### src/rtl/mkdb_pkg.sv
// ---------------------------------------------------------------------------
// mkdb_pkg
// Shared types, constants and register indexes of the multi-key debouncer.
// ---------------------------------------------------------------------------
package mkdb_pkg;

   localparam int NUM_KEYS    = 8;
   localparam int KEY_INDEX_W = 3;
   localparam int SLOT_W      = (NUM_KEYS > 1) ? $clog2(NUM_KEYS) : 1;
   localparam int STAMP_W     = 32;
   localparam int RUN_W       = 4;
   localparam int MS_W        = 16;

   // Configuration register indexes.
   localparam int CSR_INDEX_W = 2;
   localparam logic [CSR_INDEX_W-1:0] CSR_STABLE_COUNT = 2'd0;
   localparam logic [CSR_INDEX_W-1:0] CSR_SHORT_MS     = 2'd1;
   localparam logic [CSR_INDEX_W-1:0] CSR_LONG_MS      = 2'd2;

   localparam logic [RUN_W-1:0] STABLE_COUNT_RESET = 4'd4;
   localparam logic [MS_W-1:0]  SHORT_MS_RESET     = 16'd50;
   localparam logic [MS_W-1:0]  LONG_MS_RESET      = 16'd500;

   typedef struct packed {
      logic [KEY_INDEX_W-1:0] key_index;
      logic                   raw_level;
      logic [STAMP_W-1:0]     now_ms;
   } req_word_type;

   typedef struct packed {
      logic [KEY_INDEX_W-1:0] key_id;
      logic                   clean_level;
      logic                   went_down;
      logic                   went_up;
      logic [STAMP_W-1:0]     press_ms;
      logic                   short_press;
      logic                   long_press;
   } rsp_word_type;

   // One key's state as kept in the state memory.
   typedef struct packed {
      logic               debounced;
      logic               prev_raw;
      logic [RUN_W-1:0]   stable_run;
      logic [STAMP_W-1:0] down_stamp;
   } key_entry_type;

   localparam key_entry_type KEY_ENTRY_RESET = '{
      debounced:  1'b1,
      prev_raw:   1'b0,
      stable_run: '0,
      down_stamp: '0
   };

endpackage

### src/rtl/mkdb_key_update.sv
// ---------------------------------------------------------------------------
// mkdb_key_update
// Next state of one key and the result word for one raw sample.
// ---------------------------------------------------------------------------
module mkdb_key_update (
   input  mkdb_pkg::key_entry_type   entry,
   input  mkdb_pkg::req_word_type    req_word,
   input  logic [mkdb_pkg::RUN_W-1:0] stable_count,
   input  logic [mkdb_pkg::MS_W-1:0]  short_ms,
   input  logic [mkdb_pkg::MS_W-1:0]  long_ms,
   output mkdb_pkg::key_entry_type   entry_next,
   output mkdb_pkg::rsp_word_type    rsp_word
);
   import mkdb_pkg::*;

   logic             same_level;
   logic [RUN_W:0]   run_plus;
   logic             level_taken;
   logic             down;
   logic             up;
   logic [STAMP_W-1:0] press;
   logic [STAMP_W-1:0] short_ext;
   logic [STAMP_W-1:0] long_ext;

   assign same_level  = (req_word.raw_level == entry.prev_raw);
   assign run_plus    = {1'b0, entry.stable_run} + {{RUN_W{1'b0}}, 1'b1};
   // A count of zero behaves as one since run_plus is never below one.
   assign level_taken = same_level && (run_plus >= {1'b0, stable_count});
   assign down        = level_taken && entry.debounced && !req_word.raw_level;
   assign up          = level_taken && !entry.debounced && req_word.raw_level;
   assign press       = req_word.now_ms - entry.down_stamp;
   assign short_ext   = {{(STAMP_W-MS_W){1'b0}}, short_ms};
   assign long_ext    = {{(STAMP_W-MS_W){1'b0}}, long_ms};

   always_comb begin
      entry_next = entry;
      if (!same_level) begin
         entry_next.stable_run = '0;
         entry_next.prev_raw   = req_word.raw_level;
      end else if (!level_taken) begin
         entry_next.stable_run = run_plus[RUN_W-1:0];
      end else begin
         entry_next.stable_run = '0;
         entry_next.debounced  = req_word.raw_level;
         if (down) begin
            entry_next.down_stamp = req_word.now_ms;
         end
      end
   end

   always_comb begin
      rsp_word.key_id      = req_word.key_index;
      rsp_word.clean_level = entry_next.debounced;
      rsp_word.went_down   = down;
      rsp_word.went_up     = up;
      rsp_word.press_ms    = up ? press : '0;
      rsp_word.short_press = up && (short_ext < press) && (press < long_ext);
      rsp_word.long_press  = up && (press > long_ext);
   end

endmodule

### src/rtl/multi_key_debounce_press_timer.sv
// ---------------------------------------------------------------------------
// multi_key_debounce_press_timer
// Per-key counter debouncer with press duration classing; key state is kept
// in a small synchronous memory and updated by read-modify-write.
// ---------------------------------------------------------------------------
//  Channel | Direction | Signals                         | Word moves when
//  req     | in        | req_valid, req_ready, req_word  | req_valid && req_ready
//  rsp     | out       | rsp_valid, rsp_ready, rsp_word  | rsp_valid && rsp_ready
//  csr     | in        | csr_valid, csr_ready, csr_index,| csr_valid (always ready)
//          |           | csr_wdata                       |
//
// One word per cycle while rsp is not stalled. The memory read and the request
// word are registered into the update stage at the accepting edge; the update
// result is then registered into the output register when that stage advances.
// A word for the key just written is served from a bypass of the last write.
// Reset marks every key entry as unwritten, so it reads as keys up with
// cleared counters; no clearing pass is needed. When rsp stalls, the update
// stage holds and req_ready drops once that stage is occupied.
// ---------------------------------------------------------------------------
module multi_key_debounce_press_timer (
   input  logic                                 clock,
   input  logic                                 reset,
   input  logic                                 req_valid,
   output logic                                 req_ready,
   input  mkdb_pkg::req_word_type               req_word,
   output logic                                 rsp_valid,
   input  logic                                 rsp_ready,
   output mkdb_pkg::rsp_word_type               rsp_word,
   input  logic                                 csr_valid,
   output logic                                 csr_ready,
   input  logic [mkdb_pkg::CSR_INDEX_W-1:0]     csr_index,
   input  logic [mkdb_pkg::MS_W-1:0]            csr_wdata
);
   import mkdb_pkg::*;

   // Configuration registers.
   logic [RUN_W-1:0] stable_count_ff, stable_count_in;
   logic [MS_W-1:0]  short_ms_ff, short_ms_in;
   logic [MS_W-1:0]  long_ms_ff, long_ms_in;

   // State memory with one written flag per entry.
   key_entry_type    key_mem_ff [NUM_KEYS];
   logic [NUM_KEYS-1:0] written_ff, written_in;

   // Update stage.
   logic             s1_valid_ff, s1_valid_in;
   req_word_type     s1_word_ff;
   key_entry_type    rd_entry_ff;
   logic             rd_written_ff;

   // Last write, for the bypass.
   logic             wr_valid_ff, wr_valid_in;
   logic [SLOT_W-1:0] wr_slot_ff;
   key_entry_type    wr_entry_ff;

   // Output register.
   logic             rsp_valid_ff, rsp_valid_in;
   rsp_word_type     rsp_word_ff;

   logic             req_take;
   logic             s1_advance;
   logic [SLOT_W-1:0] req_slot;
   logic [SLOT_W-1:0] s1_slot;
   key_entry_type    cur_entry;
   key_entry_type    next_entry;
   rsp_word_type     next_rsp;

   assign csr_ready = 1'b1;

   always_comb begin
      stable_count_in = stable_count_ff;
      short_ms_in     = short_ms_ff;
      long_ms_in      = long_ms_ff;
      if (csr_valid) begin
         case (csr_index)
            CSR_STABLE_COUNT: stable_count_in = csr_wdata[RUN_W-1:0];
            CSR_SHORT_MS:     short_ms_in     = csr_wdata;
            CSR_LONG_MS:      long_ms_in      = csr_wdata;
            default:          ;
         endcase
      end
   end

   always_ff @(posedge clock) begin
      if (reset) begin
         stable_count_ff <= STABLE_COUNT_RESET;
         short_ms_ff     <= SHORT_MS_RESET;
         long_ms_ff      <= LONG_MS_RESET;
      end else begin
         stable_count_ff <= stable_count_in;
         short_ms_ff     <= short_ms_in;
         long_ms_ff      <= long_ms_in;
      end
   end

   assign s1_advance = s1_valid_ff && (!rsp_valid_ff || rsp_ready);
   assign req_ready  = !s1_valid_ff || s1_advance;
   assign req_take   = req_valid && req_ready;
   assign req_slot   = SLOT_W'(req_word.key_index % NUM_KEYS);
   assign s1_slot    = SLOT_W'(s1_word_ff.key_index % NUM_KEYS);

   // The last write is always the newest copy of its entry.
   always_comb begin
      if (wr_valid_ff && (wr_slot_ff == s1_slot)) begin
         cur_entry = wr_entry_ff;
      end else if (rd_written_ff) begin
         cur_entry = rd_entry_ff;
      end else begin
         cur_entry = KEY_ENTRY_RESET;
      end
   end

   mkdb_key_update u_update (
      .entry        (cur_entry),
      .req_word     (s1_word_ff),
      .stable_count (stable_count_ff),
      .short_ms     (short_ms_ff),
      .long_ms      (long_ms_ff),
      .entry_next   (next_entry),
      .rsp_word     (next_rsp)
   );

   always_comb begin
      s1_valid_in = s1_valid_ff;
      if (req_take) begin
         s1_valid_in = 1'b1;
      end else if (s1_advance) begin
         s1_valid_in = 1'b0;
      end
      rsp_valid_in = rsp_valid_ff;
      if (s1_advance) begin
         rsp_valid_in = 1'b1;
      end else if (rsp_ready) begin
         rsp_valid_in = 1'b0;
      end
      wr_valid_in = wr_valid_ff || s1_advance;
      written_in  = written_ff;
      if (s1_advance) begin
         written_in[s1_slot] = 1'b1;
      end
   end

   always_ff @(posedge clock) begin
      if (reset) begin
         s1_valid_ff  <= 1'b0;
         rsp_valid_ff <= 1'b0;
         wr_valid_ff  <= 1'b0;
         written_ff   <= '0;
      end else begin
         s1_valid_ff  <= s1_valid_in;
         rsp_valid_ff <= rsp_valid_in;
         wr_valid_ff  <= wr_valid_in;
         written_ff   <= written_in;
      end
   end

   always_ff @(posedge clock) begin
      if (req_take) begin
         s1_word_ff    <= req_word;
         rd_entry_ff   <= key_mem_ff[req_slot];
         rd_written_ff <= written_ff[req_slot];
      end
   end

   always_ff @(posedge clock) begin
      if (s1_advance) begin
         key_mem_ff[s1_slot] <= next_entry;
         wr_slot_ff          <= s1_slot;
         wr_entry_ff         <= next_entry;
         rsp_word_ff         <= next_rsp;
      end
   end

   assign rsp_valid = rsp_valid_ff;
   assign rsp_word  = rsp_word_ff;

   // A press and a release are never reported on the same word.
   assert property (@(posedge clock) disable iff (reset)
      rsp_valid |-> !(rsp_word.went_down && rsp_word.went_up))
      else $error("press and release flagged together");

   // Duration classes appear only with a release and never both.
   assert property (@(posedge clock) disable iff (reset)
      rsp_valid && (rsp_word.short_press || rsp_word.long_press) |->
         rsp_word.went_up && !(rsp_word.short_press && rsp_word.long_press))
      else $error("press class without a single release");

   // Reported edges agree with the debounced level.
   assert property (@(posedge clock) disable iff (reset)
      rsp_valid && (rsp_word.went_down || rsp_word.went_up) |->
         (rsp_word.clean_level == rsp_word.went_up))
      else $error("edge flag disagrees with debounced level");

   // An accepted word always lands in the update stage.
   assert property (@(posedge clock) disable iff (reset)
      req_valid && req_ready |=> s1_valid_ff)
      else $error("accepted word lost before update");

endmodule

### config.mk
export PLATFORM = sky130hd
export DESIGN_NAME = multi_key_debounce_press_timer
export DESIGN_NICKNAME = d
export VERILOG_FILES = /design/src/rtl/mkdb_pkg.sv /design/src/rtl/mkdb_key_update.sv /design/src/rtl/multi_key_debounce_press_timer.sv
export SDC_FILE = /design/constraint.sdc
export NUM_CORES = 1
export LEC_CHECK = 0
export BUFFER_PORTS_ARGS = -buffer_cell sky130_fd_sc_hd__buf_4
export CAP_MARGIN = 30
export CORE_MARGIN = 3
export CORE_UTILIZATION = 55
export DETAILED_ROUTE_END_ITERATION = 12
export PLACE_DENSITY_LB_ADDON = 0.3
export SLEW_MARGIN = 5
export SYNTH_ARGS = -nofsm -noshare
export SYNTH_HDL_FRONTEND = slang
export SYNTH_HIERARCHICAL = 1
export SYNTH_SLANG_ARGS = --single-unit
### constraint.sdc
create_clock -name clock -period 6.89 [get_ports clock]
set_input_delay 2.067 -clock clock [delete_from_list [all_inputs] [get_ports clock]]
set_output_delay 2.067 -clock clock [all_outputs]
set_load 0.1 [all_outputs]
== Word-level counts from Yosys, hierarchy flattened ==
Memories as Yosys holds them, arrays and structs flattened. A register that Yosys moved wholly into a read port is not among the register bits.
Index checks and enable logic that the tools add are counted.
Word-level totals
  register bits after elaboration: 161
  bits in writable memories: 304
  input bits: 59
  output and inout port bits: 43
  logic and storage cells: 81
  memories kept: 1
Cells by class
  add/subtract/negate cells: 2
  order comparisons: 7
  equality and inequality tests: 4
  muxes and demuxes: 20
  bitwise operators: 1
  reductions and logical operators: 25
Memories
  key_mem_ff: depth 8, width 38, read ports 1, clocked after Yosys merged registers in 1, write ports 1, line multi_key_debounce_press_timer.sv:42  | key_entry_type key_mem_ff [NUM_KEYS];
Operator list (count)
  $mux W32: 3
  $mux W38: 2
  $gt A32 B16 Y1: 1
  $lt A16 B32 Y1: 1
  $lt A32 B16 Y1: 1
  $sub A32 B32 Y32: 1
  $logic_and A1 B1 Y1: 12
  $mux W1: 11
  $lt A3 B4 Y1 const B: 2
  $mux W4: 2
  $or A8 B8 Y8: 1
  $reduce_and A2 Y1: 3
  $add A4 B1 Y5 const B: 1
  $ge A5 B4 Y1: 1
  $logic_not A1 Y1: 4
  $reduce_bool A2 Y1: 2
  $bmux W1 S3: 1
  $demux W1 S3: 1
  $eq A3 B3 Y1: 1
  $ge A3 B1 Y1 const B: 1
  $logic_or A1 B1 Y1: 3
  $eq A2 B1 Y1 const B: 1
  $eq A2 B2 Y1 const B: 1
  $logic_not A2 Y1: 1
  $eq A1 B1 Y1: 1

== Longest topological paths before layout ==
Gate-level depths: netlist of run 1.
  word-level depth: 11
  gate-level depth with buffers: 25
  gate-level depth less buffers: 22

== Hierarchy ==
Netlist of run 1, hierarchy kept.
By module, submodules not included
  multi_key_debounce_press_timer: instances 1, cells an instance 943, area each 18745.5 µm², sequential area each 14754.2 µm²
  mkdb_key_update: instances 1, cells an instance 532, area each 3622.2 µm², sequential area each 0.0 µm²

== Worst setup path after synthesis of run 1 ==
OpenSTA, ideal clock, no wires.
  kind: input to register
  from: in rsp_ready
  to: mem key_mem_ff[2][0] (netlist name), enable pin
  setup time: 0.480 ns
  data arrival time: 4.986 ns
  required time: 6.410 ns
  slack: 1.423 ns
  stages: 3
  cell sequence: nand2b_1 -> nand2_1 -> nor3_1
On the way
  cells in the longest elaborated chain, start to end: 4
Ends and longest elaborated chain
  start: declaration: line multi_key_debounce_press_timer.sv:27  | input logic rsp_ready,
  $logic_or A1 B1 Y1: line multi_key_debounce_press_timer.sv:96  | assign s1_advance = s1_valid_ff && (!rsp_valid_ff || rsp_ready);
  $logic_and A1 B1 Y1: line multi_key_debounce_press_timer.sv:96
  $mux W1: line multi_key_debounce_press_timer.sv:166  | if (s1_advance) begin
  $mux W1 (not written as such): line multi_key_debounce_press_timer.sv:167  | key_mem_ff[s1_slot] <= next_entry;
  end: declaration: line multi_key_debounce_press_timer.sv:42
Every way passes these cells.

==> results of run 1 <==
placed cells by master, fill, tap and decap left out, types with 4 or more instances in the layout:
| cell | count |
|---|---|
| a211o_1 | 4 |
| a211oi_1 | 5 |
| a21o_1 | 18 |
| a21oi_1 | 66 |
| a31oi_1 | 6 |
| a41oi_1 | 4 |
| and3_1 | 6 |
| buf_4 | 119 |
| bufinv_16 | 6 |
| clkbuf_1 | 12 |
| clkbuf_16 | 52 |
| clkinv_1 | 9 |
| clkinv_2 | 9 |
| dfxtp_1 | 47 |
| edfxtp_1 | 460 |
| ha_1 | 69 |
| inv_1 | 114 |
| mux2_2 | 52 |
| mux2_4 | 20 |
| mux2i_1 | 42 |
| mux4_2 | 78 |
| nand2_1 | 136 |
| nand2b_1 | 11 |
| nand3_1 | 6 |
| nand3b_1 | 11 |
| nand4_1 | 18 |
| nor2_1 | 70 |
| nor2b_1 | 10 |
| nor3_1 | 12 |
| nor3_2 | 4 |
| o211ai_1 | 8 |
| o21a_1 | 12 |
| o21ai_0 | 19 |
| o21ai_1 | 6 |
| o22ai_1 | 4 |
| or3_1 | 4 |
| xnor2_1 | 16 |
| xor2_1 | 12 |
how the worst max path moves through the flow:
stage,slack [ps],depth (start not counted),endpoint
floorplan,1420,3,key_mem_ff[2][0]
global placement,1980,19,rsp_word[1]
detailed placement,1870,19,rsp_word[1]
CTS,1800,19,rsp_word[1]
global route,1280,18,rsp_word[1]
finish,1740,19,rsp_word[1]
per-stage QoR:
stage / total power, mW / area [µm²]
floorplan: 4.153 / 22370
global placement: 4.366 / 23590
detailed placement: 4.389 / 23640
CTS: 7.169 / 25340
global route: 7.373 / 25360
finish: 7.128 / 25360
logic make-up after synthesis:
family          count (synthesis)  synth area share
fa+ha+maj                      70           0.03949
flops                         507            0.6596
other cells                     1         0.0001677
buf+inv                       191           0.03720
compound gates                178           0.05174
xor+xnor                       29           0.01169
mux                           192            0.1369
simple gates                  307           0.06315
sequential cells by signal (all words and copies together), names as in the netlist:
name / flops
s1_word_ff: 36
stable_count_ff: 4
short_ms_ff: 16
wr_entry_ff: 38
key_mem_ff: 304
rsp_word: 40
rsp_valid: 1
wr_valid_ff: 1
rd_entry_ff: 38
long_ms_ff: 16
s1_valid_ff: 1
rd_written_ff: 1
written_ff: 8
wr_slot_ff: 3
area by class of cell:
type                       instances  area (µm²)  area share
sequential                       507       14750      0.5817
clock buffer                      66        1374     0.05416
inverter                         115       432.9     0.01707
clock inverter                    30       322.8     0.01273
timing repair buffer             123       996.0     0.03927
tap                              525       656.9     0.02590
multi-input combinational        777        6828      0.2692
worst register-to-register path: stages (launching register included):
cell       delay (ps)
edfxtp_1          570
xnor2_1           240
nand4_1           240
buf_12            260
mux2i_1           220
ha_1              190
inv_1              50
fa_1              390
a21o_1            190
a221o_1           400
a32o_1            250
nor2_1            150
xor2_1            290
inv_1              80
ha_1              200
a2111oi_0         480
o211ai_1          160
o22a_1            230
nor3_1            210
o311a_1           200
metal layers:
metal,part of all wire,up-vias
li1,-,5734
met1,0.43,6449
met2,0.47,517
met3,0.069,92
met4,0.033,0
met5,0,-
power groups by stage:
stage / clock [mW] / combinational [mW] / sequential (mW)
floorplan: 0 / 0.516 / 3.64
global placement: 0 / 0.779 / 3.59
detailed placement: 0 / 0.800 / 3.59
CTS: 2.84 / 0.804 / 3.53
global route: 2.96 / 0.882 / 3.53
finish: 2.79 / 0.813 / 3.53
==> impl_metrics.py, run 1 <==
metrics = {
    "die": {
        "rows": 73,
        "dieHeight_um": 207.7,
        "start_util": 0.5604,
        "pin_count": 102,
        "die-width_um": 207.7,
        "core-area_mm2": 0.03991,
        "dieArea_mm2": 0.04312,
    },
    "global_routing": {
        "grt_pass1_vias": 12920,
        "grt_use_met2": 0.3680,
        "grt_overflow": 0,
        "antenna_found_initial": 1,
        "grt_util_all_layers": 0.2339,
        "grtUsageMet3": 0.03385,
        "grt_max_degree": 48,
        "groute.layer.met1.usage": 0.3382,
        "busiest_layer": "met2",
        "grt_pass1_wl_um": 77400,
    },
    "placed_design": {
        "post-place-ws_ps": 1869,
        "place_congestion": 0.9211,
        "port_buffers": 100,
        "dp.cells": 2046,
        "hpwlAfterDp_um": 32380,
    },
    "sta": {
        "maxSlewHeadroom": 0.3540,
        "drv_slew": 0,
        "fmax_mhz": 194.1,
        "fin_tns_setup_ps": 0,
        "hold_viol_final": 0,
        "fin_ws_ps": 1739,
        "worst_slew_pin_slew_ps": 958.9,
        "fin_skew_ps": 18.82,
        "hold_ws_ps": 459.4,
        "setup_viol": 0,
        "fin_crit_ps": 5151,
        "min_period_over_period": 0.7477,
        "rsz0062_at_grt": "no",
    },
    "detailed_routing": {
        "num_vias": 12790,
        "dr.pass1.iters": 5,
        "wirelength_um": 50440,
        "post_drt_wl_per_cell_um": 23.54,
        "drc": 0,
        "ant_nets": 0,
        "drt_iter0_markers": 1160,
        "vias_per_cell": 5.969,
    },
    "synthesis": {
        "synth.area.top_cells": "edfxtp_1, mux4_2, dfxtp_1",
        "postSynthAreaPerCell_um2": 15.16,
        "yosysTopAreaCell": "edfxtp_1",
        "seq_area_frac_synth": 0.6596,
        "netlist_instances": 1475,
        "synth.top_cells.by_count": "edfxtp_1, nand2_1, inv_1",
        "ys_ff_latch": 507,
        "yosysUniqueCellTypes": 70,
        "syn_area_mm2": 0.02237,
        "synth.top_cell.area_share": 0.6176,
        "synth-edff-count": 460,
        "async_flop_share": 0,
        "yosysWarnings": 6,
        "yosysMostFrequentCell": "edfxtp_1",
        "ys.flop_type": "edfxtp_1",
        "syn-num-nets": 1604,
    },
    "run": {
        "maxCapViolCount": 0,
    },
    "final_layout": {
        "area_delta_synth_final_pct": 13.40,
        "nFillCells": 2786,
        "stdcell_count": 2143,
        "diodes": 0,
        "fin_util": 0.6355,
        "nNetsFinal": 1704,
        "drive_gt1_frac": 0.2287,
    },
    "hold_path": {
        "hold_depth": 2,
        "hp-class": "flip-flop to flip-flop",
        "min_to": "long_ms_ff[9]",
        "hp-start": "long_ms_ff[9]",
    },
    "critical_path": {
        "timing.rr.start": "s1_word_ff[33]",
        "critical_path_arrival_ps": 5600,
        "reg2reg_setup_slack_ps": 1740,
        "crit_buf_inv": 3,
        "r2r_end": "rsp_word[1]",
        "path_max_fanout": 25,
        "r2r_cells": 19,
        "path_delay_family": "compound AO/OA/AOI/OAI gates",
        "required_ps": 7340,
        "end_kind": "flip-flop",
        "worst_setup_path_start_kind": "flip-flop",
        "cp-startpoint": "s1_word_ff[33]",
        "worstPathCellList": "xnor2_1, nand4_1, buf_12, mux2i_1, ha_1, inv_1, fa_1, a21o_1, a221o_1, a32o_1, nor2_1, xor2_1, inv_1, ha_1, a2111oi_0, o211ai_1, o22a_1, nor3_1, o311a_1",
        "critPathSlowestCell": "edfxtp_1",
        "max_stage_delay_ps": 570,
        "path_class": "flip-flop to flip-flop",
    },
    "pwr": {
        "p_comb_frac": 0.114,
        "p_int_mw": 5.417,
        "p_leak_nw": 9.474,
        "worst_ir_drop_vdd_uv": 208.8,
        "powerDensity_mw_per_mm2": 281.0,
        "seqPwrFrac": 0.495,
        "clkPwrFrac": 0.391,
        "netSwitchingFraction": 0.2400,
        "switching_power_mw": 1.711,
    },
    "clock_network": {
        "cts_resized": 0,
        "worstSkewPairLatency_ps": 590,
        "hold_buffers": 0,
        "cts_tree": "done",
        "post-cts-setup-buffer-count": 0,
        "htreeDepth": 2,
        "cts_made_buffers": 51,
        "clockBufferDepth": 3,
        "cts-root-buf": "clkbuf_16",
        "clock-sinks": 507,
        "path_clk_slew_ps": 60,
    },
    "outcome": {
        "status": "completed",
    },
}
(Power assumes the default switching activity.)
==> run 2: changes to the inputs <==
==> constraint.sdc (replaced) <==
create_clock -name clock -period 4.5 [get_ports clock]
set_input_delay 1.35 -clock clock [delete_from_list [all_inputs] [get_ports clock]]
set_output_delay 1.35 -clock clock [all_outputs]
set_load 0.1 [all_outputs]
==> impl_metrics.py, run 2 (synthesis results as in run 1) <==
metrics = {
    "outcome": {
        "status": "completed",
    },
    "critical_path": {
        "crit_buf_inv": 3,
        "end_kind": "flip-flop",
        "r2r_cells": 21,
        "timing.rr.start": "s1_word_ff[33]",
        "path_class": "flip-flop to flip-flop",
        "required_ps": 4950,
        "critical_path_arrival_ps": 4850,
        "worst_setup_path_start_kind": "flip-flop",
        "crit_path_frequent_cell": "a21o_1",
        "path_delay_family": "compound AO/OA/AOI/OAI gates",
        "path_max_fanout": 5,
        "r2r_end": "rsp_word[1]",
        "critPathSlowestCell": "a221o_2",
        "worstPathCellList": "xnor2_1, nand4_1, buf_6, mux2i_4, ha_2, inv_1, fa_2, a21o_1, a221o_2, nand3_2, nand2_1, xnor2_1, inv_1, ha_1, a21o_1, a21o_1, a21oi_1, o211ai_1, o22a_1, nor3_2, o311a_1",
        "max_stage_delay_ps": 450,
        "reg2reg_setup_slack_ps": 100,
    },
    "clock_network": {
        "cts_made_buffers": 50,
        "worstSkewPairLatency_ps": 590,
        "clockBufferDepth": 3,
        "cts-root-buf": "clkbuf_16",
        "htreeDepth": 2,
        "path_clk_slew_ps": 60,
        "clock-sinks": 507,
        "cts_tree": "done",
    },
    "die": {
        "pin_count": 102,
        "dieArea_mm2": 0.04312,
        "die-width_um": 207.7,
        "core-area_mm2": 0.03991,
        "rows": 73,
        "start_util": 0.5604,
        "dieHeight_um": 207.7,
    },
    "detailed_routing": {
        "vias_per_cell": 5.886,
        "drc": 0,
        "dr.pass1.iters": 5,
        "wirelength_um": 50860,
        "num_vias": 12970,
        "ant_nets": 0,
        "drt_iter0_markers": 1193,
        "post_drt_wl_per_cell_um": 23.08,
    },
    "final_layout": {
        "top_register": "key_mem_ff",
        "fin_util": 0.6551,
        "layout_commonest_cell": "edfxtp_1",
        "largest_register_ffs": 304,
        "drive_gt1_frac": 0.2853,
        "nNetsFinal": 1766,
        "area_delta_synth_final_pct": 16.89,
        "final_cell_mix": "edfxtp_1, buf_4, nand2_1",
        "diodes": 0,
        "final_area_mm2": 0.02615,
    },
    "pwr": {
        "p_leak_nw": 9.816,
        "powerDensity_mw_per_mm2": 420.6,
        "worst_ir_drop_vdd_uv": 257.5,
    },
    "global_routing": {
        "grt_util_all_layers": 0.2349,
        "grt_overflow": 0,
        "antenna_found_initial": 1,
        "grt_max_degree": 48,
        "grt_pass1_vias": 13180,
        "grt_pass1_wl_um": 77820,
    },
    "placed_design": {
        "hpwlAfterDp_um": 32680,
        "place_area_mm2": 0.02411,
        "place_congestion": 1.029,
        "port_buffers": 100,
        "post-place-ws_ps": -125.6,
    },
    "hold_path": {
        "hp-start": "short_ms_ff[7]",
        "hp-class": "flip-flop to flip-flop",
        "hold_depth": 2,
        "min_to": "short_ms_ff[7]",
    },
    "sta": {
        "worst_slew_pin_slew_ps": 828.1,
        "setup_viol": 0,
        "maxSlewHeadroom": 0.4479,
        "rsz0062_at_grt": "yes",
        "fin_tns_setup_ps": 0,
        "fin_crit_ps": 4398,
        "drv_slew": 0,
        "hold_viol_final": 0,
        "min_period_over_period": 0.9774,
        "hold_ws_ps": 464.3,
        "fin_ws_ps": 101.9,
        "fmax_mhz": 227.4,
        "fin_skew_ps": 18.19,
    },
    "run": {
        "maxCapViolCount": 0,
    },
}
==> run 2: worst max path at each step <==
stage,startpoint,to,slack (ps),depth (start not counted)
5_1_grt,s1_word_ff[34],rsp_word[1],-100,23
6_report,s1_word_ff[33],rsp_word[1],100,21
3_3_place_gp,s1_word_ff[35],rsp_word[1],50,19
3_5_place_dp,s1_word_ff[33],rsp_word[1],-130,18
4_1_cts,s1_word_ff[33],rsp_word[1],2,19
2_1_floorplan,rsp_ready,key_mem_ff[4][0],-250,3
==> run 2: worst register-to-register path: stages (launching register included) <==
cell,delay (ps)
edfxtp_1,410
xnor2_1,150
nand4_1,120
buf_6,160
mux2i_4,250
ha_2,200
inv_1,50
fa_2,350
a21o_1,180
a221o_2,450
nand3_2,100
nand2_1,80
xnor2_1,290
inv_1,80
ha_1,190
a21o_1,170
a21o_1,170
a21oi_1,130
o211ai_1,90
o22a_1,280
nor3_2,180
o311a_1,180
==> run 2: power breakdown <==
group | switching (mW) | total [mW] | internal [mW]
clock network | 1.75 | 4.18 | 2.43
registers | 0.0601 | 5.39 | 5.33
logic | 0.858 | 1.43 | 0.567
==> run 2: final cells by class <==
class                      count  area [µm²]
clock buffer                  57        1299
multi-input combinational    777        7087
tap                          525       656.9
clock inverter                37       362.8
inverter                     115       432.9
fill                        2753       13770
timing repair buffer         186        1554
sequential                   507       14750
==> run 2: through the flow <==
stage                     power, mW  cells
after floorplan               6.359   1475
after global placement        6.779   2100
after detailed placement      6.809   2100
after CTS                     10.98   2195
after global routing          11.40   2204
final                         11.00   2204
==> run 2: what timing repair did <==
action,4_1_cts,5_1_grt
endpoints found under the setup margin,2,254
buffers inserted,1,8
resized for setup,1,59
gates cloned,0,1
pin swaps,1,22
hold buffers,0,0
==> run 2: routing by layer <==
| layer | vias to the layer above | GRT usage | share of wire |
|---|---|---|---|
| met1 | 6506 | 0.3338 | 0.43 |
| met3 | 103 | 0.04896 | 0.071 |
| met4 | 0 | 0.08417 | 0.036 |
| li1 | 5872 | - | - |
| met5 | - | 0 | 0 |
| met2 | 492 | 0.3657 | 0.47 |
